==> src/hdl/lii_pkg.sv <==
// Shared types and constants for the line crossing pipeline.
`default_nettype none
package lii_pkg;

  localparam int unsigned DivSteps = 32;
  localparam int unsigned ThrWidth = 28;

  typedef struct packed {
    logic signed [31:0] o1x;
    logic signed [31:0] o1y;
    logic signed [15:0] d1x;
    logic signed [15:0] d1y;
    logic signed [31:0] o2x;
    logic signed [31:0] o2y;
    logic signed [15:0] d2x;
    logic signed [15:0] d2y;
  } geo_t;

  // Word held by one divider cell: two quotient lanes sharing one divisor.
  typedef struct packed {
    geo_t        geo;
    logic        par;
    logic        neg1;
    logic        neg2;
    logic        ovf1;
    logic        ovf2;
    logic [31:0] ds;
    logic [31:0] rem1;
    logic [31:0] rem2;
    logic [31:0] low1;
    logic [31:0] low2;
    logic [31:0] q1;
    logic [31:0] q2;
  } div_t;

  typedef struct packed {
    logic               found;
    logic signed [31:0] t1;
    logic signed [31:0] t2;
    logic signed [31:0] cx;
    logic signed [31:0] cy;
  } res_t;

endpackage
`default_nettype wire

==> src/hdl/lii_div_cell.sv <==
// One restoring division step for both quotient lanes.
`default_nettype none
module lii_div_cell
  import lii_pkg::*;
(
  input  wire logic clk_i,
  input  wire logic rst_ni,
  input  wire logic en_i,
  input  wire logic valid_i,
  input  wire div_t div_i,
  output logic      valid_o,
  output div_t      div_o
);

  div_t div_d;
  logic [32:0] r1, r2;
  logic        ge1, ge2;

  always_comb begin
    div_d = div_i;
    r1  = {div_i.rem1, div_i.low1[31]};
    r2  = {div_i.rem2, div_i.low2[31]};
    ge1 = r1 >= {1'b0, div_i.ds};
    ge2 = r2 >= {1'b0, div_i.ds};
    div_d.rem1 = ge1 ? 32'(r1 - {1'b0, div_i.ds}) : r1[31:0];
    div_d.rem2 = ge2 ? 32'(r2 - {1'b0, div_i.ds}) : r2[31:0];
    div_d.low1 = div_i.low1 << 1;
    div_d.low2 = div_i.low2 << 1;
    div_d.q1   = {div_i.q1[30:0], ge1};
    div_d.q2   = {div_i.q2[30:0], ge2};
  end

  always_ff @(posedge clk_i or negedge rst_ni) begin
    if (!rst_ni) begin
      valid_o <= 1'b0;
    end else if (en_i) begin
      valid_o <= valid_i;
    end
  end

  always_ff @(posedge clk_i) begin
    if (en_i) begin
      div_o <= div_d;
    end
  end

endmodule
`default_nettype wire

==> config.mk <==
export PLATFORM = sky130hd
export DESIGN_NAME = lii_div_cell
export DESIGN_NICKNAME = d
export VERILOG_FILES = /design/src/hdl/lii_pkg.sv /design/src/hdl/lii_div_cell.sv
export SDC_FILE = /design/constraint.sdc
export NUM_CORES = 1
export LEC_CHECK = 0
export BUFFER_PORTS_ARGS = -buffer_cell sky130_fd_sc_hd__buf_2
export CAP_MARGIN = 5
export CORE_AREA = 8 8 320 322
export DETAILED_ROUTE_END_ITERATION = 7
export DIE_AREA = 0 0 328 330
export GPL_ROUTABILITY_DRIVEN = 0
export PLACE_DENSITY = 0.47
export SLEW_MARGIN = 5
export SYNTH_ARGS = -nofsm -noshare
export SYNTH_HDL_FRONTEND = slang
export SYNTH_SLANG_ARGS = --single-unit
==> constraint.sdc <==
create_clock -name clk_i -period 0.8 [get_ports clk_i]
set_input_delay 0.04 -clock clk_i [delete_from_list [all_inputs] [get_ports clk_i]]
set_output_delay 0.04 -clock clk_i [all_outputs]
set_load 0.05 [all_outputs]
==> reports/metrics.yaml, run 1 <==
cts:
  cts_tree: "yes"
  clockBufferDepth: 3
  clock_sinks: 420
  path_clk_slew_ns: 0.06
  clk_root_buffer_cell: "clkbuf_16"
  insertion_delay_ns: 0.61
  cts_buffers: 51
  h-tree-depth: 2
yosys:
  yosys.area.top_type_share_pct: 74.94
  ys_seq_area_share_pct: 75.09
  syn_inst: 1032
  synth_edf_count: 419
  syn_area_per_cell_um2: 16.27
  synth_seq_cells: 420
  synth_ff_type: "edfxtp_1"
  synth_top_area_cell: "edfxtp_1"
  synth_area_um2: 16790
  ys_top_cells_by_area: "edfxtp_1, ha_1, mux2_1"
  ys_types: 56
  yosysWarnings: 0
  synthArstFlopShare_pct: 0.2381
pwr:
  seqPwrFrac_pct: 36.8
  power_density_nw_per_um2: 2119
  intPower_mw: 50.98
  switchingPower_mw: 25.27
  peakVddDrop_uv: 1468
  p_sw_share_pct: 33.14
  clock_power_share_pct: 30.6
  power_frac_comb_pct: 32.6
  p_leak_nw: 15.19
sta:
  rsz0062_at_grt: "true"
  tightest_slew_ns: 0.6122
  final_max_slew_viol_count: 0
  skew_ns: 0
  fin_crit_sh_pct: 284.2
  whs_ns: -0.2347
  hold_viol_final: 21
  finalSetupTns_ns: -293.78
  slew_headroom_pct: 58.13
  period_needed_ns: 2.273
  setup_viol: 546
  layout_setup_ws_ns: -1.473
  max_freq_mhz: 439.9
critical_path:
  reg2reg_slack_ns: -0.13
  crit_path_end_kind: "flip-flop"
  cp.required_ns: 1.16
  crit_top_cell: "a21o_1"
  r2r_start: "valid_o"
  rr_worst_depth: 2
  slowest_delay_ns: 0.31
  cp-start-kind: "primary input"
  arrival_ns: 2.63
  r2r-end: "valid_o"
  worstSetupPathType: "primary input to flip-flop"
  path_max_fanout: 7
  slowest_stage: "mux2_4"
  path_cells: "buf_12 -> inv_12 -> ha_4 -> a21o_1 -> a21o_1 -> a21o_1 -> a221oi_2 -> o21ai_1 -> a31oi_2 -> a21oi_4 -> a2111oi_4 -> buf_6 -> buf_12 -> mux2_4"
layout:
  fill_cells: 9225
  area_growth_pct: 114.3
  regArea_um2: 12610
  nets: 3128
  drive_gt1_share_pct: 53.70
  mostFrequentLayoutCells: "dlygate4sd3_1, edfxtp_1, buf_2, buf_6, buf_4"
  layout_commonest_cell: "dlygate4sd3_1"
  multiInputGateArea_um2: 5099
min_path:
  worstHoldStart: "div_i[127]"
  hold_class: "primary input to flip-flop"
  whs_path_depth: 3
  hold_path_end: "div_o[160]"
route:
  dr.pass1.iters: 5
  postRouteAntennaNets: 0
  drc_errors: 0
  routed_wl_mm: 104.9
  vias: 15990
  vias_per_cell: 4.010
  wire_per_inst_um: 26.31
  drt_iter0_drc: 921
die:
  io_pins: 847
  core_area_um2: 97410
  dieArea_um2: 108200
  initial_core_util_pct: 17.24
  die_y_um: 330
  rows: 115
  die_w_um: 328
status:
  outcome: "finished with violations"
  violations: "negative hold slack, negative setup slack"
global_routing:
  grt_pass1_wl_mm: 140.1
  grt.total_usage_pct: 18.35
  grt_antenna_before_repair: 62
  gr-total-overflow: 0
  grt_max_degree: 27
  grt_pass1_vias: 17290
placed_design:
  place.port_buffers: 842
  dp_hpwl_mm: 82.66
  preCtsSetupSlack_ns: -2.608
run:
  drv_cap: 0
## logic make-up (layout without fill, tap and decap cells)
logic type / after synthesis / in the layout / synth area share, %
DFF: 420 / 420 / 75.09
AOI/OAI and AO/OA: 202 / 202 / 7.631
and+or+nand+nor: 173 / 174 / 4.956
buffers and inverters: 76 / 1720 / 1.885
adders and majority gates: 66 / 66 / 5.008
xor gates and xnor gates: 59 / 59 / 3.078
muxes: 35 / 35 / 2.332
other: 1 / 24 / 0.02233
## worst max-delay path by stage
stage	start	end	slack, ns	cells past startpoint
after global routing	div_i[210]	div_o[137]	-1.52	14
after CTS	div_i[210]	div_o[147]	-1.44	14
final	div_i[210]	div_o[138]	-1.47	14
after detailed placement	div_i[95]	div_o[154]	-2.61	14
after floorplan	div_i[210]	div_o[152]	-1.91	13
after global placement	div_i[95]	div_o[154]	-2.62	14
## routing by layer
metal	up-vias	track usage, %	wire length, um
met5	-	0	160
met1	7811	21.62	40830
li1	7198	-	-
met4	26	6.921	4380
met2	780	29.42	48400
met3	171	8.041	11130
## per-stage QoR
step	total power [mW]	util, %	hold slack (ns)	instance area [um^2]	cells
6_report	76.24	36.94	-0.2347	35980	3987
5_1_grt	78.95	36.90	-0.2729	35950	3972
4_1_cts	76.91	36.51	-0.3467	35570	3959
3_5_place_dp	47.01	26.76	-0.1821	26070	3406
3_3_place_gp	46.97	26.76	-0.1833	26070	3406
2_1_floorplan	38.20	-	-0.2556	17130	1033
## final cells by class
type | count | share of cell area (%)
antenna | 22 | 0.1530
clock buffer | 56 | 3.658
clock inverter | 38 | 0.9666
inverter | 49 | 0.7058
multi-input combinational | 538 | 14.17
sequential | 420 | 35.04
tap | 1287 | 4.475
timing repair buffer | 1577 | 40.83
## power by group through the flow
stage | clock network, mW | registers (mW) | logic, mW
finish | 23.4 | 28.0 | 24.8
detailed placement | 0 | 28.0 | 19.0
CTS | 24.2 | 28.0 | 24.7
global placement | 0 | 28.0 | 19.0
global route | 24.9 | 28.2 | 25.9
floorplan | 0 | 34.8 | 3.40
## cells in the mapped netlist, types with 2 or more instances
| master | number |
|---|---|
| edfxtp_1 | 419 |
| ha_1 | 64 |
| nand2_1 | 64 |
| o21ai_0 | 57 |
| a21oi_1 | 54 |
| inv_1 | 49 |
| nor2_1 | 30 |
| xnor2_1 | 30 |
| xor2_1 | 29 |
| a21o_1 | 27 |
| mux2_1 | 27 |
| clkbuf_1 | 21 |
| nand4_1 | 14 |
| nand3_1 | 13 |
| nor2b_1 | 13 |
| a31oi_1 | 12 |
| nand2b_1 | 9 |
| and3_1 | 6 |
| mux2_2 | 6 |
| nor3_1 | 6 |
| o21bai_1 | 6 |
| o211ai_1 | 5 |
| or3_1 | 5 |
| o21ai_1 | 4 |
| o31a_1 | 4 |
| a211oi_1 | 3 |
| and2_1 | 3 |
| buf_6 | 3 |
| nor4_1 | 3 |
| o2111ai_1 | 3 |
| o21a_1 | 3 |
| o221ai_1 | 3 |
| a2111oi_0 | 2 |
| a21boi_0 | 2 |
| a22o_1 | 2 |
| a311oi_1 | 2 |
| a31o_2 | 2 |
| a41o_1 | 2 |
| and4_1 | 2 |
| buf_4 | 2 |
| fa_1 | 2 |
| mux2i_1 | 2 |
| nand3b_1 | 2 |
| o31ai_1 | 2 |
| or2_2 | 2 |
## repair_timing
action,CTS,global route
pin swaps,58,21
endpoints found under the setup margin,486,890
cloned,9,2
hold buffers,421,2
gates resized for setup,926,65
hold endpoints to repair,464,44
buffers inserted,31,11
## sequential cells by signal, summed over array words and instances, names as in the netlist
register  cells
div_o       419
valid_o       1
## worst max-delay path: cells and delay by family
kind | cells | cell delay [ns]
muxes | 1 | 0.31
AOI/OAI and AO/OA | 8 | 1.56
buffers and inverters | 4 | 0.52
adders and majority gates | 1 | 0.19
No activity file was read; power rests on OpenSTA's default activity.
==> inputs of run 2 (changes only) <==
--- a/config.mk
+++ b/config.mk
@@ -11,7 +11,8 @@
 export DETAILED_ROUTE_END_ITERATION = 7
 export DIE_AREA = 0 0 328 330
 export GPL_ROUTABILITY_DRIVEN = 0
-export PLACE_DENSITY = 0.47
+export PLACE_DENSITY = 0.34
+export SKIP_LAST_GASP = 1
 export SLEW_MARGIN = 5
 export SYNTH_ARGS = -nofsm -noshare
 export SYNTH_HDL_FRONTEND = slang
==> reports/metrics.yaml, run 2 (synthesis results as in run 1) <==
cts:
  h-tree-depth: 2
  cts_buffers: 52
  cts_tree: "yes"
  clk_root_buffer_cell: "clkbuf_16"
  clock_sinks: 420
  insertion_delay_ns: 0.58
  path_clk_slew_ns: 0.06
  clockBufferDepth: 3
die:
  initial_core_util_pct: 17.24
  die_w_um: 328
  core_area_um2: 97410
  die_y_um: 330
  rows: 115
  dieArea_um2: 108200
  io_pins: 847
layout:
  largestRegisters: "div_o x419, valid_o x1"
  largest_register_ffs: 419
  layout_commonest_cell: "dlygate4sd3_1"
  nets: 3144
  final_util_pct: 37.25
  area_growth_pct: 116.1
  drive_gt1_share_pct: 54.06
  fill_cells: 9338
  regMostFlops: "div_o"
  mostFrequentLayoutCells: "dlygate4sd3_1, edfxtp_1, buf_2, buf_6, buf_4"
pwr:
  peakVddDrop_uv: 1449
  p_leak_nw: 15.31
  p_total_mw: 77.06
  power_density_nw_per_um2: 2124
sta:
  hold_viol_final: 33
  skew_ns: 0
  layout_setup_ws_ns: -1.563
  tightest_slew_ns: 0.5298
  slew_headroom_pct: 63.77
  finalSetupTns_ns: -262.84
  setup_viol: 489
  fin_crit_sh_pct: 295.3
  whs_ns: -0.2388
  final_max_slew_viol_count: 0
  period_needed_ns: 2.363
  rsz0062_at_grt: "true"
  max_freq_mhz: 423.3
route:
  vias_per_cell: 3.946
  vias: 15750
  dr.pass1.iters: 5
  wire_per_inst_um: 26.19
  postRouteAntennaNets: 0
  top_layer: "met5"
  met1_length_mm: 43.35
  wl_met3_mm: 7.754
  drt_iter0_drc: 759
  met2_wirelength_mm: 50.55
  drc_errors: 0
  routed_wl_mm: 104.5
critical_path:
  cp-start-kind: "primary input"
  path_max_fanout: 7
  crit_start: "div_i[210]"
  worstSetupPathType: "primary input to flip-flop"
  r2r_start: "valid_o"
  crit_path_end_kind: "flip-flop"
  cp.required_ns: 1.13
  arrival_ns: 2.69
global_routing:
  gr-total-overflow: 0
  grt_pass1_vias: 17240
  grt.total_usage_pct: 18.42
  grt_antenna_before_repair: 22
  grt_pass1_wl_mm: 141.4
  grt_max_degree: 24
min_path:
  hold_class: "primary input to flip-flop"
  worstHoldStart: "div_i[137]"
placed_design:
  place.port_buffers: 842
  dp_hpwl_mm: 83.21
  preCtsSetupSlack_ns: -2.610
status:
  outcome: "finished with violations"
  violations: "negative hold slack, negative setup slack"
run:
  drv_cap: 0
-- run 2: changes by cell type in the layout (fill, tap and decap cells not counted), sizes merged --
cell / change
clkinvlp: -2
inv: -2
buf: +16
bufinv: +1
diode: -13
or2: -1
clkbuf: +5
clkinv: -2
dlygate4sd3: +2
-- run 2: critical path: stages --
cell and delay (ns):
buf_12 0.11, inv_12 0.04, ha_4 0.18, a21o_1 0.17
a21o_1 0.18, a21o_1 0.22, a221oi_2 0.33, o21ai_2 0.12
a31oi_2 0.23, a21oi_4 0.10, a2111oi_4 0.26, buf_6 0.21
buf_12 0.17, mux2_4 0.31
-- run 2: cell type report --
cell class | count | area, um^2 | share of cell area (%)
multi-input cells | 537 | 5224 | 14.40
flip-flops and latches | 420 | 12610 | 34.75
repair buffers | 1593 | 14870 | 40.98
diodes | 9 | 22.52 | 0.06207
well taps | 1287 | 1610 | 4.438
clock inverters | 33 | 342.8 | 0.9448
inverters | 49 | 264.0 | 0.7276
clock buffers | 63 | 1343 | 3.700
-- run 2: routing by layer --
| metal | global-route usage (%) | vias up |
|---|---|---|
| li1 | - | 7230 |
| met1 | 23.04 | 7795 |
| met2 | 31.11 | 590 |
| met3 | 5.325 | 114 |
| met4 | 4.611 | 18 |
| met5 | 0 | - |
-- run 2: path summary, 6_finish.rpt --
check | to | slack [ns] | cells after the start
max | div_o[151] | -1.56 | 14
min | div_o[138] | -0.24 | 2
max reg2reg | valid_o | 0.03 | 1
min reg2reg | valid_o | 0.53 | 1
max in group asynchronous | valid_o | 0.36 | 3
min in group asynchronous | valid_o | 0.31 | 3
-- run 2: timing repair --
action                                 in CTS  in global routing
setup buffers                              41                 15
hold buffers                              422                  2
endpoints found under the hold margin     471                 59
setup endpoints to repair                 486                492
pin swaps                                  79                 44
gates cloned                               12                  0
gates resized for setup                   928                 97
-- run 2: stage by stage --
| stage | std cells | instance area, um^2 |
|---|---|---|
| after floorplan | 1033 | 17130 |
| after global placement | 3409 | 26070 |
| after detailed placement | 3409 | 26070 |
| after CTS | 3978 | 35890 |
| after global routing | 3983 | 36270 |
| final | 3991 | 36290 |
-- run 2: power breakdown --
| group | internal [mW] | total (mW) | switching [mW] |
|---|---|---|---|
| Clock | 13.9 | 23.7 | 9.80 |
| Combinational | 11.0 | 25.4 | 14.3 |
| Sequential | 26.7 | 28.0 | 1.27 |
==> inputs of run 3 (changes only) <==
--- a/config.mk
+++ b/config.mk
@@ -5,7 +5,7 @@
 export SDC_FILE = /design/constraint.sdc
 export NUM_CORES = 1
 export LEC_CHECK = 0
-export BUFFER_PORTS_ARGS = -buffer_cell sky130_fd_sc_hd__buf_2
+export BUFFER_PORTS_ARGS = -buffer_cell sky130_fd_sc_hd__buf_4
 export CAP_MARGIN = 5
 export CORE_AREA = 8 8 320 322
 export DETAILED_ROUTE_END_ITERATION = 7
==> reports/metrics.yaml, run 3 (synthesis results as in run 1) <==
critical_path:
  arrival_ns: 2.74
  r2r_start: "valid_o"
  worstSetupPathType: "primary input to flip-flop"
  r2r-end: "valid_o"
  crit_top_cell: "a21o_1"
  crit_start: "div_i[210]"
  path_max_fanout: 7
  crit_family: "compound AO/OA/AOI/OAI gates"
  slowest_stage: "a2111oi_4"
  path_cells: "buf_12 -> inv_12 -> ha_4 -> a21o_1 -> a21o_1 -> a21o_1 -> a221oi_4 -> o21ai_2 -> a31oi_2 -> a21oi_4 -> a2111oi_4 -> buf_6 -> buf_12 -> mux2_4"
  slowest_delay_ns: 0.39
  setup.worst_path.end: "div_o[150]"
  reg2reg_slack_ns: 0.03
  cp.required_ns: 1.17
  rr_worst_depth: 1
  cp.depth: 14
  cp-start-kind: "primary input"
  path_buf_inv: 4
  crit_path_end_kind: "flip-flop"
layout:
  fill_cells: 9655
  drive_gt1_share_pct: 51.58
  largestRegisters: "div_o x419, valid_o x1"
  layout_commonest_cell: "buf_4"
  largest_register_ffs: 419
  regMostFlops: "div_o"
  mostFrequentLayoutCells: "buf_4, dlygate4sd3_1, edfxtp_1, nand2_1, clkbuf_16"
  regArea_um2: 12610
  multiInputGateArea_um2: 4826
  area_growth_pct: 104.2
  nets: 3112
  final_util_pct: 35.20
pwr:
  power_density_nw_per_um2: 2170
  p_total_mw: 74.42
  p_leak_nw: 14.49
  peakVddDrop_uv: 1601
route:
  wire_per_inst_um: 26.60
  postRouteAntennaNets: 0
  vias: 15440
  drc_errors: 0
  drt_iter0_drc: 970
  dr.pass1.iters: 5
  vias_per_cell: 3.891
  routed_wl_mm: 105.6
cts:
  clockBufferDepth: 3
  insertion_delay_ns: 0.62
  cts_buffers: 53
  clock_sinks: 420
  h-tree-depth: 2
  clk_root_buffer_cell: "clkbuf_16"
  path_clk_slew_ns: 0.05
  cts_tree: "yes"
die:
  die_w_um: 328
  initial_core_util_pct: 17.24
  rows: 115
  io_pins: 847
  dieArea_um2: 108200
  die_y_um: 330
  core_area_um2: 97410
status:
  violations: "negative hold slack, negative setup slack"
  outcome: "finished with violations"
sta:
  layout_setup_ws_ns: -1.568
  skew_ns: 0
  final_max_slew_viol_count: 0
  tightest_slew_ns: 0.6313
  hold_viol_final: 4
  slew_headroom_pct: 57.56
  fin_crit_sh_pct: 296.0
  whs_ns: -0.3375
  rsz0062_at_grt: "true"
  max_freq_mhz: 422.3
  setup_viol: 788
  period_needed_ns: 2.368
global_routing:
  grt_pass1_wl_mm: 140.5
  grt_antenna_before_repair: 28
  grt.total_usage_pct: 18.55
  grt_pass1_vias: 16770
  gr-total-overflow: 0
  grt_max_degree: 69
placed_design:
  place.port_buffers: 842
  dp_hpwl_mm: 84.95
run:
  drv_cap: 0
min_path:
  hold_class: "primary input to flip-flop"
==> run 3: cell count changes in the layout (fill, tap and decap cells not counted), sizes merged <==
cell and delta:
clkinvlp +3, bufinv -3, clkbuf +4, buf -32
dlygate4sd3 -2, or2 +1, inv -2, diode +9
==> run 3: power by group <==
part	total [mW]	internal, mW	switching (mW)	leakage (nW)
Combinational	23.2	9.18	14.0	9.55
Sequential	27.4	26.7	0.773	4.11
Clock	23.8	13.6	10.2	0.827
==> run 3: area by class of cell <==
cell class	instances	area share, %
tap	1287	4.696
sequential	420	36.77
clock inverter	31	0.7808
timing repair buffer	1559	38.66
antenna	18	0.1313
multi-input combinational	538	14.07
inverter	49	0.7224
clock buffer	67	4.170
==> run 3: worst min path at each step <==
| stage | depth (start not counted) | startpoint | endpoint |
|---|---|---|---|
| 6_report | 1 | div_i[193] | div_o[193] |
| 5_1_grt | 1 | div_i[193] | div_o[193] |
| 4_1_cts | 1 | div_i[193] | div_o[193] |
| 3_5_place_dp | 1 | rst_ni | valid_o |
| 3_3_place_gp | 1 | rst_ni | valid_o |
| 2_1_floorplan | 0 | rst_ni | valid_o |
==> run 3: what timing repair did <==
item | 4_1_cts | 5_1_grt
hold buffers | 416 | 6
cloned | 8 | 0
setup endpoints to repair | 486 | 788
buffers inserted | 32 | 12
resized for setup | 163 | 33
pin swaps | 49 | 30
endpoints found under the hold margin | 503 | 10
==> run 3: through the flow <==
step	TNS [ns]	cell area (um^2)	setup WS, ns	hold WS [ns]	instances
global placement	-225.75	26950	-2.551	-0.1827	3390
CTS	-431.61	34070	-1.549	-0.4039	3941
floorplan	-110.75	17130	-1.907	-0.2556	1033
detailed placement	-226.86	26950	-2.548	-0.1839	3390
finish	-401.30	34290	-1.568	-0.3375	3969
global route	-438.27	34260	-1.590	-0.3916	3957
==> run 3: layer usage <==
metal  global-route usage, %  vias to the layer above  share of wire [%]  wire (um)
li1                        -                     7164                  -          -
met4                   3.942                       20                2.3       2424
met5                       0                        -               0.12        129
met2                   31.46                      608                 48      51090
met1                   21.61                     7527                 39      41240
met3                   8.185                      125                 10      10700
